## src/rtl/t9lpm_pkg.sv

```systemverilog
// ----------------------------------------------------------------------------
// T9 line pattern matcher - shared package
// Keypad class table, configuration register indexes and the command and
// status groups that pass between controller and datapath.
// ----------------------------------------------------------------------------
`default_nettype none

package t9lpm_pkg;

    localparam int MAX_PATTERN_DEF = 16;

    // Fixed field widths
    localparam int CHAR_W    = 8;
    localparam int DIGITS_W  = 64;
    localparam int LEN_W     = 5;
    localparam int MODE_W    = 2;
    localparam int COL_W     = 5;
    localparam int CFG_IDX_W = 2;

    // Configuration register indexes
    localparam logic [CFG_IDX_W-1:0] CFG_PATTERN_DIGITS = 2'd0;
    localparam logic [CFG_IDX_W-1:0] CFG_PATTERN_LENGTH = 2'd1;
    localparam logic [CFG_IDX_W-1:0] CFG_SEARCH_MODE    = 2'd2;
    localparam logic [CFG_IDX_W-1:0] CFG_MAX_ERRORS     = 2'd3;

    // Search modes
    localparam logic [MODE_W-1:0] MODE_ALL       = 2'd0;
    localparam logic [MODE_W-1:0] MODE_SUBSEQ    = 2'd1;
    localparam logic [MODE_W-1:0] MODE_SUBSTRING = 2'd2;

    // Commands from controller to datapath
    typedef struct packed {
        logic cap;        // capture item payload
        logic col_start;  // open a column pass: row 0 to zero, seed diagonal
        logic col_empty;  // edit mode with an empty pattern
        logic col_step;   // update one column cell
        logic seq_step;   // subsequence update
        logic line_end;   // load result, clear line state
    } t_dp_cmd;

    // Status from datapath to controller
    typedef struct packed {
        logic [MODE_W-1:0] mode;
        logic              m_zero;
        logic              cell_last;
        logic              last;
        logic              out_free;
    } t_dp_stat;

    // Keypad class membership of a folded character
    function automatic logic key_match(input logic [CHAR_W-1:0] ch, input logic [3:0] digit);
        logic hit;
        hit = 1'b0;
        case (digit)
            4'd0: hit = (ch == 8'h30) || (ch == 8'h2B);
            4'd1: hit = (ch == 8'h31);
            4'd2: hit = (ch == 8'h32) || ((ch >= 8'h61) && (ch <= 8'h63));
            4'd3: hit = (ch == 8'h33) || ((ch >= 8'h64) && (ch <= 8'h66));
            4'd4: hit = (ch == 8'h34) || ((ch >= 8'h67) && (ch <= 8'h69));
            4'd5: hit = (ch == 8'h35) || ((ch >= 8'h6A) && (ch <= 8'h6C));
            4'd6: hit = (ch == 8'h36) || ((ch >= 8'h6D) && (ch <= 8'h6F));
            4'd7: hit = (ch == 8'h37) || ((ch >= 8'h70) && (ch <= 8'h73));
            4'd8: hit = (ch == 8'h38) || ((ch >= 8'h74) && (ch <= 8'h76));
            4'd9: hit = (ch == 8'h39) || ((ch >= 8'h77) && (ch <= 8'h7A));
            default: hit = 1'b0;
        endcase
        return hit;
    endfunction

endpackage

`default_nettype wire

```

## src/rtl/t9lpm_ctrl.sv

```systemverilog
// ----------------------------------------------------------------------------
// T9 line pattern matcher - controller
// Sequences one item: capture, column pass, subsequence update, result.
// ----------------------------------------------------------------------------
`default_nettype none

module t9lpm_ctrl import t9lpm_pkg::*; (
    input  wire logic     i_clk,
    input  wire logic     i_rst_n,
    input  wire logic     i_in_valid,
    output logic          o_in_ready,
    input  wire t_dp_stat i_stat,
    output t_dp_cmd       o_cmd
);

    typedef enum logic [3:0] {
        S_IDLE = 4'b0001,
        S_CELL = 4'b0010,
        S_FIN  = 4'b0100,
        S_OUT  = 4'b1000
    } t_state;

    t_state r_state, n_state;
    logic   w_accept;

    assign o_in_ready = (r_state == S_IDLE);
    assign w_accept   = i_in_valid && o_in_ready;

    always_comb begin
        n_state = r_state;
        o_cmd   = '0;
        case (r_state)
            S_IDLE: begin
                if (w_accept) begin
                    o_cmd.cap = 1'b1;
                    if (i_stat.mode == MODE_SUBSTRING && !i_stat.m_zero) begin
                        o_cmd.col_start = 1'b1;
                        n_state         = S_CELL;
                    end else begin
                        o_cmd.col_empty = (i_stat.mode == MODE_SUBSTRING);
                        n_state         = S_FIN;
                    end
                end
            end
            S_CELL: begin
                o_cmd.col_step = 1'b1;
                if (i_stat.cell_last) begin
                    n_state = S_FIN;
                end
            end
            S_FIN: begin
                o_cmd.seq_step = (i_stat.mode == MODE_SUBSEQ);
                n_state        = i_stat.last ? S_OUT : S_IDLE;
            end
            S_OUT: begin
                if (i_stat.out_free) begin
                    o_cmd.line_end = 1'b1;
                    n_state        = S_IDLE;
                end
            end
            default: n_state = S_IDLE;
        endcase
    end

    always_ff @(posedge i_clk) begin
        if (!i_rst_n) begin
            r_state <= S_IDLE;
        end else begin
            r_state <= n_state;
        end
    end

endmodule

`default_nettype wire

```

## src/rtl/t9lpm_datapath.sv

```systemverilog
// ----------------------------------------------------------------------------
// T9 line pattern matcher - datapath
// Configuration registers, edit-distance column with one shared cell,
// subsequence pointer, found flag and the result register.
// ----------------------------------------------------------------------------
`default_nettype none

module t9lpm_datapath import t9lpm_pkg::*; #(
    parameter int MAX_PATTERN = MAX_PATTERN_DEF
) (
    input  wire logic                 i_clk,
    input  wire logic                 i_rst_n,
    input  wire logic                 i_cfg_wen,
    input  wire logic [CFG_IDX_W-1:0] i_cfg_index,
    input  wire logic [DIGITS_W-1:0]  i_cfg_wdata,
    input  wire logic [CHAR_W-1:0]    i_line_char,
    input  wire logic                 i_last_char,
    input  wire logic                 i_out_ready,
    input  wire t_dp_cmd              i_cmd,
    output t_dp_stat                  o_stat,
    output logic                      o_out_valid,
    output logic                      o_line_matches
);

    localparam int                CW     = $clog2(MAX_PATTERN + 1);
    localparam logic [LEN_W-1:0]  MaxLen = LEN_W'(MAX_PATTERN);

    // Configuration
    logic [DIGITS_W-1:0] r_pattern;
    logic [LEN_W-1:0]    r_len;
    logic [MODE_W-1:0]   r_mode;
    logic [COL_W-1:0]    r_max;

    // Item payload
    logic [CHAR_W-1:0]   r_ch;
    logic                r_last;

    // Line state
    logic [COL_W-1:0]    r_col [MAX_PATTERN+1];
    logic [COL_W-1:0]    r_diag;
    logic [COL_W-1:0]    r_left;
    logic [CW-1:0]       r_j;
    logic [CW-1:0]       r_pos;
    logic                r_found;

    // Result
    logic                r_ov;
    logic                r_match;

    logic [LEN_W-1:0]    w_len_cl;
    logic [CW-1:0]       w_m;
    logic [CHAR_W-1:0]   w_fold;
    logic [COL_W-1:0]    w_above;
    logic [3:0]          w_didx;
    logic [3:0]          w_digit;
    logic                w_cost;
    logic [COL_W:0]      w_s1, w_s2, w_s3, w_min12, w_min;
    logic [COL_W-1:0]    w_cell;
    logic [3:0]          w_pidx;
    logic [3:0]          w_pdig;
    logic                w_pos_adv;
    logic [CW-1:0]       w_pos_next;
    logic                w_match;
    logic                w_out_free;

    assign w_len_cl = (r_len > MaxLen) ? MaxLen : r_len;
    assign w_m      = CW'(w_len_cl);

    // Upper case folds to lower case on capture
    assign w_fold = ((i_line_char >= 8'h41) && (i_line_char <= 8'h5A)) ?
                    (i_line_char + 8'h20) : i_line_char;

    // Shared column cell for row r_j
    assign w_above = r_col[r_j];
    assign w_didx  = 4'(5'(r_j) - 5'd1);
    assign w_digit = r_pattern[{w_didx, 2'b00} +: 4];
    assign w_cost  = !key_match(r_ch, w_digit);
    assign w_s1    = {1'b0, r_left} + 6'd1;
    assign w_s2    = {1'b0, w_above} + 6'd1;
    assign w_s3    = {1'b0, r_diag} + {5'd0, w_cost};
    assign w_min12 = (w_s1 < w_s2) ? w_s1 : w_s2;
    assign w_min   = (w_min12 < w_s3) ? w_min12 : w_s3;
    assign w_cell  = w_min[COL_W] ? {COL_W{1'b1}} : w_min[COL_W-1:0];

    // Subsequence pointer
    assign w_pidx     = 4'(5'(r_pos));
    assign w_pdig     = r_pattern[{w_pidx, 2'b00} +: 4];
    assign w_pos_adv  = (r_pos < w_m) && key_match(r_ch, w_pdig);
    assign w_pos_next = w_pos_adv ? (r_pos + CW'(1)) : r_pos;

    assign w_match    = ((r_mode == MODE_SUBSEQ) || (r_mode == MODE_SUBSTRING)) ?
                        ((w_m == '0) || r_found) : 1'b1;
    assign w_out_free = !r_ov || i_out_ready;

    assign o_stat.mode      = r_mode;
    assign o_stat.m_zero    = (w_m == '0);
    assign o_stat.cell_last = (r_j == w_m);
    assign o_stat.last      = r_last;
    assign o_stat.out_free  = w_out_free;

    assign o_out_valid    = r_ov;
    assign o_line_matches = r_match;

    always_ff @(posedge i_clk) begin
        if (!i_rst_n) begin
            r_pattern <= '0;
            r_len     <= '0;
            r_mode    <= MODE_ALL;
            r_max     <= '0;
        end else if (i_cfg_wen) begin
            case (i_cfg_index)
                CFG_PATTERN_DIGITS: r_pattern <= i_cfg_wdata;
                CFG_PATTERN_LENGTH: r_len     <= i_cfg_wdata[LEN_W-1:0];
                CFG_SEARCH_MODE:    r_mode    <= i_cfg_wdata[MODE_W-1:0];
                CFG_MAX_ERRORS:     r_max     <= i_cfg_wdata[COL_W-1:0];
                default:            r_max     <= r_max;
            endcase
        end
    end

    always_ff @(posedge i_clk) begin
        if (i_cmd.cap) begin
            r_ch   <= w_fold;
            r_last <= i_last_char;
        end
        if (i_cmd.col_start) begin
            r_diag <= r_col[0];
            r_left <= '0;
        end else if (i_cmd.col_step) begin
            r_diag <= w_above;
            r_left <= w_cell;
        end
        if (i_cmd.line_end) begin
            r_match <= w_match;
        end
    end

    always_ff @(posedge i_clk) begin
        if (!i_rst_n) begin
            for (int k = 0; k <= MAX_PATTERN; k++) begin
                r_col[k] <= COL_W'(k);
            end
            r_j     <= '0;
            r_pos   <= '0;
            r_found <= 1'b0;
            r_ov    <= 1'b0;
        end else begin
            // a new result may replace the one taken at this edge
            if (i_cmd.line_end) begin
                r_ov <= 1'b1;
            end else if (r_ov && i_out_ready) begin
                r_ov <= 1'b0;
            end
            if (i_cmd.col_start) begin
                r_col[0] <= '0;
                r_j      <= CW'(1);
            end
            if (i_cmd.col_empty) begin
                r_col[0] <= '0;
                r_found  <= 1'b1;
            end
            if (i_cmd.col_step) begin
                r_col[r_j] <= w_cell;
                r_j        <= r_j + CW'(1);
                if ((r_j == w_m) && (w_cell <= r_max)) begin
                    r_found <= 1'b1;
                end
            end
            if (i_cmd.seq_step) begin
                r_pos <= w_pos_next;
                if (w_pos_next >= w_m) begin
                    r_found <= 1'b1;
                end
            end
            if (i_cmd.line_end) begin
                for (int k = 0; k <= MAX_PATTERN; k++) begin
                    r_col[k] <= COL_W'(k);
                end
                r_pos   <= '0;
                r_found <= 1'b0;
            end
        end
    end

endmodule

`default_nettype wire

```

## src/rtl/t9_line_pattern_matcher_top.sv

```systemverilog
// ----------------------------------------------------------------------------
// T9 line pattern matcher - top level
// Matches text lines against a keypad digit pattern, one character per item.
// ----------------------------------------------------------------------------
// Usage:
//  - Input channel (i_in_valid / o_in_ready) carries one character of a line
//    and a flag marking the final character. Upper case is folded to lower.
//  - Output channel (o_out_valid / i_out_ready) carries one match flag per
//    line, produced for the item that ends the line; other items give none.
//  - Configuration is a plain write port (i_cfg_wen, i_cfg_index,
//    i_cfg_wdata): 0 pattern digits, 1 pattern length, 2 mode, 3 edit limit.
//    Write only while no item is in flight.
//  - Timing: one item at a time. In edit-distance mode the single shared
//    cell walks the column one row a cycle. An item ending a line then
//    passes through the result state, which loads the result register.
//  - The result sits in an output register; the block takes further items
//    while it waits. If a second line finishes before the first result is
//    taken, the block holds in its result state until the receiver drains.
//  - Synchronous active-low reset clears configuration to zero, the column
//    to its initial ramp, the line state and the output valid.
// ----------------------------------------------------------------------------
`default_nettype none

module t9_line_pattern_matcher_top import t9lpm_pkg::*; #(
    parameter int MAX_PATTERN = MAX_PATTERN_DEF
) (
    input  wire logic                 i_clk,
    input  wire logic                 i_rst_n,
    // configuration
    input  wire logic                 i_cfg_wen,
    input  wire logic [CFG_IDX_W-1:0] i_cfg_index,
    input  wire logic [DIGITS_W-1:0]  i_cfg_wdata,
    // character items
    input  wire logic                 i_in_valid,
    output logic                      o_in_ready,
    input  wire logic [CHAR_W-1:0]    i_line_char,
    input  wire logic                 i_last_char,
    // line results
    output logic                      o_out_valid,
    input  wire logic                 i_out_ready,
    output logic                      o_line_matches
);

    t_dp_cmd  w_cmd;   // controller to datapath
    t_dp_stat w_stat;  // datapath to controller

    t9lpm_ctrl u_ctrl (
        .i_clk      (i_clk),
        .i_rst_n    (i_rst_n),
        .i_in_valid (i_in_valid),
        .o_in_ready (o_in_ready),
        .i_stat     (w_stat),
        .o_cmd      (w_cmd)
    );

    t9lpm_datapath #(
        .MAX_PATTERN (MAX_PATTERN)
    ) u_datapath (
        .i_clk          (i_clk),
        .i_rst_n        (i_rst_n),
        .i_cfg_wen      (i_cfg_wen),
        .i_cfg_index    (i_cfg_index),
        .i_cfg_wdata    (i_cfg_wdata),
        .i_line_char    (i_line_char),
        .i_last_char    (i_last_char),
        .i_out_ready    (i_out_ready),
        .i_cmd          (w_cmd),
        .o_stat         (w_stat),
        .o_out_valid    (o_out_valid),
        .o_line_matches (o_line_matches)
    );

endmodule

`default_nettype wire

```

## config.mk

```make
export PLATFORM = sky130hd
export DESIGN_NAME = t9_line_pattern_matcher_top
export DESIGN_NICKNAME = d
export VERILOG_FILES = /design/src/rtl/t9lpm_pkg.sv /design/src/rtl/t9lpm_ctrl.sv /design/src/rtl/t9lpm_datapath.sv /design/src/rtl/t9_line_pattern_matcher_top.sv
export SDC_FILE = /design/constraint.sdc
export NUM_CORES = 1
export LEC_CHECK = 0
export ABC_AREA = 1
export BUFFER_PORTS_ARGS = -buffer_cell sky130_fd_sc_hd__buf_4
export CORE_MARGIN = 1.5
export CORE_UTILIZATION = 57
export CTS_CLUSTER_DIAMETER = 50
export CTS_CLUSTER_SIZE = 8
export DETAILED_ROUTE_END_ITERATION = 8
export PLACE_DENSITY = 0.77
export SLEW_MARGIN = 5
export SYNTH_ARGS = -nofsm -noshare
export SYNTH_HDL_FRONTEND = slang
export SYNTH_HIERARCHICAL = 1
export SYNTH_SLANG_ARGS = --single-unit
export TNS_END_PERCENT = 10
```

## constraint.sdc

```tcl
create_clock -name i_clk -period 12.6 [get_ports i_clk]
set_input_delay 1.26 -clock i_clk [delete_from_list [all_inputs] [get_ports i_clk]]
set_output_delay 1.26 -clock i_clk [all_outputs]
set_load 0.05 [all_outputs]
```

# == Yosys cells after proc, flatten, opt, wreduce, memory -nomap -nowiden ==
# Memory sizes are Yosys's and may differ from the RTL's. A register that Yosys moved wholly into a read port is not among the register bits.
# Cells that the tools add are included.
# word_totals
latchBits,0
ram_bits,85
reg_bits,112
mem_bits_ro,0
in_bits,80
mem_count,1
# mem_list
memory,words,width,read_ports,rd_ports_with_merged_regs,wr,line,text
u_datapath.r_col,17,5,2,1,17,t9lpm_datapath.sv:39,logic [COL_W-1:0] r_col [MAX_PATTERN+1];
# classes
eq_ne,42
n_reduce_logical,42
n_lt_le_gt_ge,24
add_sub_neg,7
shift,2
div_mod_pow,0
mux,70
n_bitwise,20
multipliers,0
# ops
op,n
5-bit 2-to-1 mux,30
64-bit by 7-bit indexed part select with 4-bit output,2
"8-bit by 6-bit == test with 1-bit output, second input constant",11
"8-bit by 7-bit >= comparator with 1-bit output, second input constant",9
"8-bit by 7-bit less-or-equal comparator with 1-bit output, second input constant",9
"4-bit by 3-bit == test with 1-bit output, second input constant",9
1-bit 2-to-1 mux,27
"4-bit by 2-bit == test with 1-bit output, second input constant",5
"4-bit == test, second input constant",5
1-bit case mux with 10 select lines,2
1-bit bitwise OR,19
4-bit 2-to-1 mux,4
4-bit case mux with 4 select lines,1
1-bit logical AND,14
"5-bit by 1-bit adder with 6-bit output, second input constant",2
"4-bit by 1-bit == test with 1-bit output, second input constant",3
1-bit logical OR,12
6-bit less-than comparator,2
6-bit 2-to-1 mux,2
"5-bit by 1-bit adder with 5-bit output, second input constant",2
3-bit 2-to-1 mux,3
"8-bit by 6-bit adder with 8-bit output, second input constant",1
4-bit logical NOT,2
8-bit 2-to-1 mux,1
20 further kinds,30

# == Logic depth before layout (Yosys ltp) ==
# Gate-level depths: netlist of the first run.
# logic_depth
depth_word,15
mapped_depth,40

# == Cells and area by module ==
# Netlist of the first run, hierarchy kept.
# modules_own_cells
mod,n_inst,cells_per_inst,area_per_inst_um2
t9lpm_datapath,1,1665,13974.7
t9lpm_ctrl,1,58,347.8

# == Worst setup path after synthesis of the first run ==
# OpenSTA, ideal clock, no wires.
# synth_path
kind,reg2reg
from,register u_datapath.r_j[0]
to,register u_datapath.r_found
synth_period_minus_slack_ns,5.597
n_path_buf,3
path_stages_with_launch,33
setup_ns,0.074
arrival_time_ns,5.523
path_slack_ns,7.003
path_cell_list,dfxtp_1 -> inv_1 -> clkbuf_1 -> ha_1 -> xor2_1 -> clkbuf_1 -> o211ai_1 -> nand2_1 -> inv_1 -> nand2_1 -> inv_1 -> a221oi_1 -> nor3_1 -> a211oi_1 -> ha_1 -> ha_1 -> nand3_1 -> xor2_1 -> ha_1 -> nand2_1 -> nor2_1 -> a211oi_1 -> nand2_2 -> nand2_2 -> nand2_2 -> buf_6 -> nand2_1 -> ha_1 -> a21oi_1 -> o221ai_1 -> o21ai_0 -> nand3_1 -> a31oi_1
# synth_via
elab_chain_cells,15
# synth_lines
item,line,text
from (decl),t9lpm_datapath.sv:42,logic [CW-1:0] r_j;
from (signal assigned),t9lpm_datapath.sv:164,r_j <= r_j + CW'(1);
4-bit by 1-bit subtractor with 4-bit output (*),t9lpm_datapath.sv:75,assign w_didx = 4'(5'(r_j) - 5'd1);
64-bit by 7-bit indexed part select with 4-bit output (*),t9lpm_datapath.sv:76,"assign w_digit = r_pattern[{w_didx, 2'b00} +: 4];"
4-bit == test (tied with other cells),t9lpm_pkg.sv:54,case (digit)
1-bit case mux with 10 select lines (*),t9lpm_pkg.sv:54,
1-bit logical NOT (*),t9lpm_datapath.sv:77,"assign w_cost = !key_match(r_ch, w_digit);"
5-bit by 1-bit adder with 6-bit output (*),t9lpm_datapath.sv:80,"assign w_s3 = {1'b0, r_diag} + {5'd0, w_cost};"
6-bit less-than comparator,t9lpm_datapath.sv:82,assign w_min = (w_min12 < w_s3) ? w_min12 : w_s3;
6-bit 2-to-1 mux (*),t9lpm_datapath.sv:82,
5-bit 2-to-1 mux (*),t9lpm_datapath.sv:83,assign w_cell = w_min[COL_W] ? {COL_W{1'b1}} : w_min[COL_W-1:0];
via u_datapath.w_cell[4],t9lpm_datapath.sv:58,logic [COL_W-1:0] w_cell;
5-bit less-or-equal comparator (*),t9lpm_datapath.sv:165,if ((r_j == w_m) && (w_cell <= r_max)) begin
1-bit logical AND (*),t9lpm_datapath.sv:165,
1-bit 2-to-1 mux (*),t9lpm_datapath.sv:165,
1-bit 2-to-1 mux (*),t9lpm_datapath.sv:162,if (i_cmd.col_step) begin
1-bit 2-to-1 mux,t9lpm_datapath.sv:171,if (w_pos_next >= w_m) begin
1-bit 2-to-1 mux (*),t9lpm_datapath.sv:169,if (i_cmd.seq_step) begin
to (signal assigned),t9lpm_datapath.sv:160,r_found <= 1'b1;
to (signal assigned),t9lpm_datapath.sv:166,r_found <= 1'b1;
to (signal assigned),t9lpm_datapath.sv:172,r_found <= 1'b1;
to (decl),t9lpm_datapath.sv:44,logic r_found;
# Mark *: on every way through the listed nets, which the timed path passes. The rest lies on a longest branch.
# A chain may end at the register's enable or synchronous reset.

# == Final worst setup path of the first run ==
# Ends and elaborated chain as after synthesis.

==> results.sh, run 1 <==
export IMPL_grt_util_all_layers_pct=29.0
export IMPL_num_antenna_cells=0
export IMPL_regArea_sq_mm=0.00730
export IMPL_grt_overflow_total=0
export IMPL_p_leak_uw=0.00633
export IMPL_fp_dieH_um=162
export IMPL_area_delta_synth_final_pct=12.8
export IMPL_yosysWarnings=6
export IMPL_crit_path_max_incr_delay_ns=1.02
export IMPL_drc=0
export IMPL_max_slew_margin_pct=22.8
export IMPL_synth_distinct_cells=51
export IMPL_ys_seq_area_share_pct=50.9
export IMPL_start_util_pct=58.5
export IMPL_fin_ws_ns=4.30
export IMPL_multi_input_area_sq_mm=0.00590
export IMPL_setup_violations=0
export IMPL_fin_tns_setup_ns=0
export IMPL_cap_violations=0
export IMPL_grt_max_degree=83
export IMPL_cp_required_ns=13.04
export IMPL_numCtsBuffers=41
export IMPL_status="finished clean"
export IMPL_critPathSlowestCell="ha_1"
export IMPL_tightest_slew_ns=1.15
export IMPL_min_path_type="register to register"
export IMPL_vias=12368
export IMPL_crit_type="register to register"
export IMPL_synth_cells=1723
export IMPL_cpMostUsedCell="ha_1"
export IMPL_synthFlopType="edfxtp_1"
export IMPL_htreeDepth=2
export IMPL_globalplace_congestion=0.966
export IMPL_clock_path_buffers=3
export IMPL_finalPower_uw=2830
export IMPL_syn_num_nets=1839
export IMPL_io_buffers=82
export IMPL_cts_tree="built"
export IMPL_power_density_mw_per_mm2=175
export IMPL_critical_path_endpoint_type="register"
export IMPL_dpl_hpwl_mm=25.2
export IMPL_grt_pass1_vias=11936
export IMPL_clk_latency_ns=0.52
export IMPL_wirelength_mm=37.6
export IMPL_core_area_sq_mm=0.0245
export IMPL_clock_fmax_mhz=121
export IMPL_final_antenna_net_count=0
export IMPL_antenna_found_initial=0
export IMPL_vias_per_cell=5.85
export IMPL_start_kind="register"
export IMPL_drive_above_1_share_pct=9.83
export IMPL_fin_crit_sh_pct=65.8
export IMPL_syn_avg_cell_area_sq_um=8.31
export IMPL_cts_hold_buffers=0
export IMPL_die_area_sq_mm=0.0261
export IMPL_nFillCells=1987
export IMPL_path_clk_slew_ns=0.05
export IMPL_routedWlPerCell_um=17.8
export IMPL_cts_root_buf="clkbuf_16"
export IMPL_ir_drop_uv=208
export IMPL_fin_skew_ns=0.0120
export IMPL_die_w_um=162
export IMPL_timing_hold_ws_ns=0.480
export IMPL_final_util_pct=66.1
export IMPL_io_pins=83
export IMPL_final_hold_viol_count=0
export IMPL_rsz0062_at_grt="no"
export IMPL_slew_violations=0
export IMPL_cts_setup_buffers=0
export IMPL_async_flop_share_pct=0
export IMPL_clock_sinks=277
export IMPL_dr_pass1_iters=6
export IMPL_arrival_ns=8.73
export IMPL_rows=57
export IMPL_nets=1878
export IMPL_cts_resized=0
export IMPL_netlist_area_sq_mm=0.0143
export IMPL_grt_pass1_wl_mm=60.2
export IMPL_pre_cts_ws_ns=4.45
export IMPL_synth_ff_latch_count=277
export IMPL_synth_edf_count=175
export IMPL_path_max_fanout=59
export IMPL_min_period_ns=8.30
export IMPL_drtIter0Drc=1163
-- stage by stage --
stage / instance area, sq um / instances
final: 16200 / 2114
after global routing: 16200 / 2114
after CTS: 16200 / 2114
after detailed placement: 14900 / 2043
after global placement: 14900 / 2043
after floorplan: 14300 / 1723
-- synth_stat cells, types with 6 or more instances --
cell type  instances  area [sq um]
a21oi_1          128           641
nor2_2             9          56.3
ha_1              36           450
inv_1            170           638
nand4_1            7          43.8
clkbuf_1          61           229
o211ai_1          19           143
nand3_1          105           526
o21ai_0          245          1230
nand2_2            8          50.1
nor2_1           266           998
buf_6             10           113
o22ai_1            7          43.8
nor3_1            14          70.1
nand2_1          248           931
xor2_1            14           123
buf_4              6          45.0
buf_2             12          60.1
o221ai_1          26           228
edfxtp_1         175          5260
dfxtp_1          102          2040
-- worst paths after layout --
path / endpoint / startpoint / cells after the start / slack, ns
max: u_datapath/r_found / u_datapath/r_j[0] / 30 / 4.30
min: u_datapath/r_pattern[2] / u_datapath/r_pattern[2] / 2 / 0.48
max reg2reg: u_datapath/r_found / u_datapath/r_j[0] / 30 / 4.30
min reg2reg: u_datapath/r_pattern[2] / u_datapath/r_pattern[2] / 2 / 0.48
-- report_power, final --
group	switching, uW	internal (uW)
logic	526	147
clock network	377	642
registers	22.5	1110
total	926	1900
-- flip-flops by register name, summed over array words and instances (netlist names), named ones only --
| signal | cells |
|---|---|
| u_datapath/r_left | 5 |
| u_datapath/r_pattern | 64 |
| u_datapath/o_out_valid | 1 |
| u_datapath/r_pos | 5 |
| u_datapath/r_len | 5 |
| u_datapath/o_line_matches | 1 |
| u_datapath/r_last | 1 |
| u_datapath/r_diag | 5 |
| u_datapath/r_j | 5 |
| u_datapath/r_found | 1 |
| u_datapath/r_max | 5 |
| u_datapath/r_mode | 2 |
| u_datapath/r_col | 160 |
| u_ctrl/r_state | 4 |
| u_datapath/r_ch | 8 |
-- logic make-up (layout without fill, tap and decap cells) --
group                      count (synthesis)  after routing  share of synthesized area, %
AOI/OAI and AO/OA                        453            453                          17.4
xor gates and xnor gates                  15             15                         0.917
adders and majority gates                 36             36                          3.14
buffers and inverters                    271            338                          7.92
DFF                                      277            277                          50.9
and+or+nand+nor                          671            671                          19.6
-- per-layer routing --
metal / vias up / GRT usage, % / wire length (um)
li1: 5957 / - / -
met1: 5697 / 36.5 / 14800
met2: 607 / 49.9 / 18300
met3: 107 / 4.60 / 3170
met4: 0 / 11.7 / 1260
met5: - / 0 / 0
-- layout make-up --
type | count | area share [%]
repair buffers | 89 | 4.13
well taps | 324 | 2.51
flip-flops and latches | 277 | 45.2
inverters | 178 | 4.17
clock buffers | 69 | 7.45
multi-input cells | 1175 | 36.5
clock inverters | 2 | 0.0852
-- placed cells by master, fill, tap and decap left out, types with 3 or more instances in the layout --
| cell | n |
|---|---|
| nand3_2 | 3 |
| a21oi_1 | 128 |
| dfxtp_1 | 100 |
| xor2_1 | 14 |
| nand4_1 | 7 |
| ha_1 | 36 |
| inv_1 | 169 |
| clkbuf_1 | 23 |
| o31ai_1 | 3 |
| clkbuf_16 | 43 |
| clkbuf_8 | 3 |
| o22ai_1 | 7 |
| nor2_2 | 10 |
| edfxtp_1 | 175 |
| nand2_1 | 248 |
| a221oi_1 | 3 |
| buf_4 | 89 |
| o21ai_0 | 245 |
| nand3_1 | 105 |
| nor2_1 | 265 |
| nand2_2 | 8 |
| o211ai_1 | 19 |
| nand3b_1 | 3 |
| a31oi_1 | 3 |
| nor3_1 | 13 |
| a211oi_1 | 4 |
| o221ai_1 | 26 |
| inv_2 | 5 |
-- critical path: cells and delay by family (launching register included) --
kind,cells,cell delay (ns)
AOI/OAI and AO/OA,9,2.19
adders and majority gates,5,2.07
and+or+nand+nor,12,2.01
DFF,1,0.91
buffers and inverters,3,0.79
xor gates and xnor gates,1,0.21
Note: power is estimated with default switching activity, not from simulation.
==> run 2, diff against run 1 <==
- clock period: 12.6 -> 8.2 ns (I/O delays scaled with it)
==> results.sh, run 2 (synthesis results as in run 1) <==
export IMPL_start_kind="register"
export IMPL_min_period_ns=7.05
export IMPL_rr_worst_depth=35
export IMPL_tightest_slew_ns=1.24
export IMPL_rows=57
export IMPL_nets=1891
export IMPL_vias_per_cell=5.90
export IMPL_numCtsBuffers=42
export IMPL_cts_hold_buffers=0
export IMPL_cap_violations=0
export IMPL_rsz0062_at_grt="no"
export IMPL_grt_pass1_vias=12001
export IMPL_crit_buf_inv=5
export IMPL_max_slew_margin_pct=16.7
export IMPL_clock_path_buffers=3
export IMPL_clock_sinks=277
export IMPL_switchingPower_uw=1490
export IMPL_critPathSlowestCell="a211oi_1"
export IMPL_core_area_sq_mm=0.0245
export IMPL_io_pins=83
export IMPL_grt_util_all_layers_pct=29.6
export IMPL_p_int_uw=2950
export IMPL_die_area_sq_mm=0.0261
export IMPL_fin_tns_setup_ns=0
export IMPL_final_util_pct=66.5
export IMPL_pwr_share_comb_pct=25.6
export IMPL_p_leak_uw=0.00639
export IMPL_grt_max_degree=83
export IMPL_final_hold_viol_count=0
export IMPL_min_path_cells=2
export IMPL_crit_type="register to register"
export IMPL_path_max_fanout=22
export IMPL_min_path_type="register to register"
export IMPL_power_density_mw_per_mm2=273
export IMPL_routedWlPerCell_um=18.1
export IMPL_r2r_end="u_datapath/r_found"
export IMPL_seq_power_share_pct=39.1
export IMPL_critical_path_endpoint_type="register"
export IMPL_start_util_pct=58.5
export IMPL_num_antenna_cells=0
export IMPL_hold_end="u_datapath/r_pattern[32]"
export IMPL_largest_register="u_datapath/r_col"
export IMPL_crit_path_max_incr_delay_ns=0.63
export IMPL_antenna_found_initial=0
export IMPL_ir_drop_uv=294
export IMPL_fp_dieH_um=162
export IMPL_grt_pass1_wl_mm=61.2
export IMPL_layout_common_cells="nor2_1, nand2_1, o21ai_0"
export IMPL_final_antenna_net_count=0
export IMPL_wirelength_mm=38.4
export IMPL_r2r_slack_ns=1.15
export IMPL_worstHoldStart="u_datapath/r_pattern[32]"
export IMPL_io_buffers=82
export IMPL_status="finished clean"
export IMPL_drive_above_1_share_pct=10.5
export IMPL_cts_root_buf="clkbuf_16"
export IMPL_drc=0
export IMPL_cts_resized=0
export IMPL_dr_pass1_iters=6
export IMPL_grt_overflow_total=0
export IMPL_drtIter0Drc=1332
export IMPL_fin_skew_ns=0.0205
export IMPL_cp_required_ns=8.64
export IMPL_final_cells=2126
export IMPL_nFillCells=1985
export IMPL_largest_reg_flops=160
export IMPL_cts_tree="built"
export IMPL_dpl_hpwl_mm=25.8
export IMPL_cts_setup_buffers=0
export IMPL_path_clk_slew_ns=0.05
export IMPL_arrival_ns=7.49
export IMPL_slew_violations=0
export IMPL_clock_fmax_mhz=142
export IMPL_fin_crit_sh_pct=85.9
export IMPL_cpLargestDelayFamily="compound AO/OA/AOI/OAI gates"
export IMPL_post_dp_cell_area_sq_mm=0.0150
export IMPL_fin_area_sq_mm=0.0163
export IMPL_die_w_um=162
export IMPL_vias=12549
export IMPL_area_delta_synth_final_pct=13.5
export IMPL_globalplace_congestion=0.986
export IMPL_reg_top3="u_datapath/r_col x160, u_datapath/r_pattern x64, u_datapath/r_ch x8"
export IMPL_htreeDepth=2
export IMPL_cpMostUsedCell="nand2_1"
export IMPL_setup_violations=0
export IMPL_p_sw_share_pct=33.5
export IMPL_timing_hold_ws_ns=0.479
export IMPL_place_inst=2055
export IMPL_pwr_share_clk_pct=35.3
export IMPL_clk_latency_ns=0.52
export IMPL_layout_commonest_cell="nor2_1"
[run 2: changes by cell type in the layout (fill, tap and decap cells not counted), sizes merged]
cell,before,now
buf,89,101
clkinv,3,5
clkbuf,69,67
[run 2: layout make-up]
cell class | count | area (sq um) | share of cell area, %
clock buffers | 67 | 1190 | 7.30
multi-input cells | 1175 | 5900 | 36.3
inverters | 178 | 673 | 4.14
clock inverters | 4 | 23.8 | 0.146
well taps | 324 | 405 | 2.49
repair buffers | 101 | 771 | 4.74
flip-flops and latches | 277 | 7300 | 44.9
[run 2: worst max-delay path by stage]
| stage | cells past startpoint | from | endpoint | slack, ns |
|---|---|---|---|---|
| floorplan | 32 | u_datapath/r_j[0] | u_datapath/r_found | 2.60 |
| global placement | 35 | register | u_datapath/r_found | 1.48 |
| detailed placement | 36 | register | u_datapath/r_found | 1.33 |
| CTS | 36 | register | u_datapath/r_found | 1.28 |
| global route | 36 | register | u_datapath/r_found | 0.56 |
| finish | 35 | register | u_datapath/r_found | 1.15 |
[run 2: worst register-to-register path, delay by kind of cell (launching register included)]
kind | cells | cell delay [ns]
AO/OA/AOI/OAI | 12 | 2.69
adder cells (fa/ha/maj) | 3 | 0.87
AND/OR/NAND/NOR | 15 | 1.76
buffers and inverters | 5 | 1.30
flip-flops | 1 | 0.37
[run 2: per-layer routing]
layer,up-vias,GRT usage [%],part of all wire [%],wire [um]
li1,5984,-,-,-
met5,-,0,0,0
met1,5819,38.0,40,15400
met4,0,11.0,3.2,1240
met3,103,3.83,8.0,3050
met2,643,51.1,49,18700
[run 2: metrics by stage]
| stage | power (uW) | worst slack, ns |
|---|---|---|
| after global routing | 4600 | 0.561 |
| after detailed placement | 2860 | 1.33 |
| after global placement | 2840 | 1.48 |
| final | 4440 | 1.15 |
| after floorplan | 2500 | 2.60 |
| after CTS | 4420 | 1.28 |
[run 2: power groups by stage]
stage	Clock (uW)	Combinational (uW)	Sequential, uW
after floorplan	0	749	1750
after global placement	0	1080	1760
after detailed placement	0	1100	1760
after CTS	1580	1100	1730
after global routing	1640	1230	1740
final	1570	1140	1730
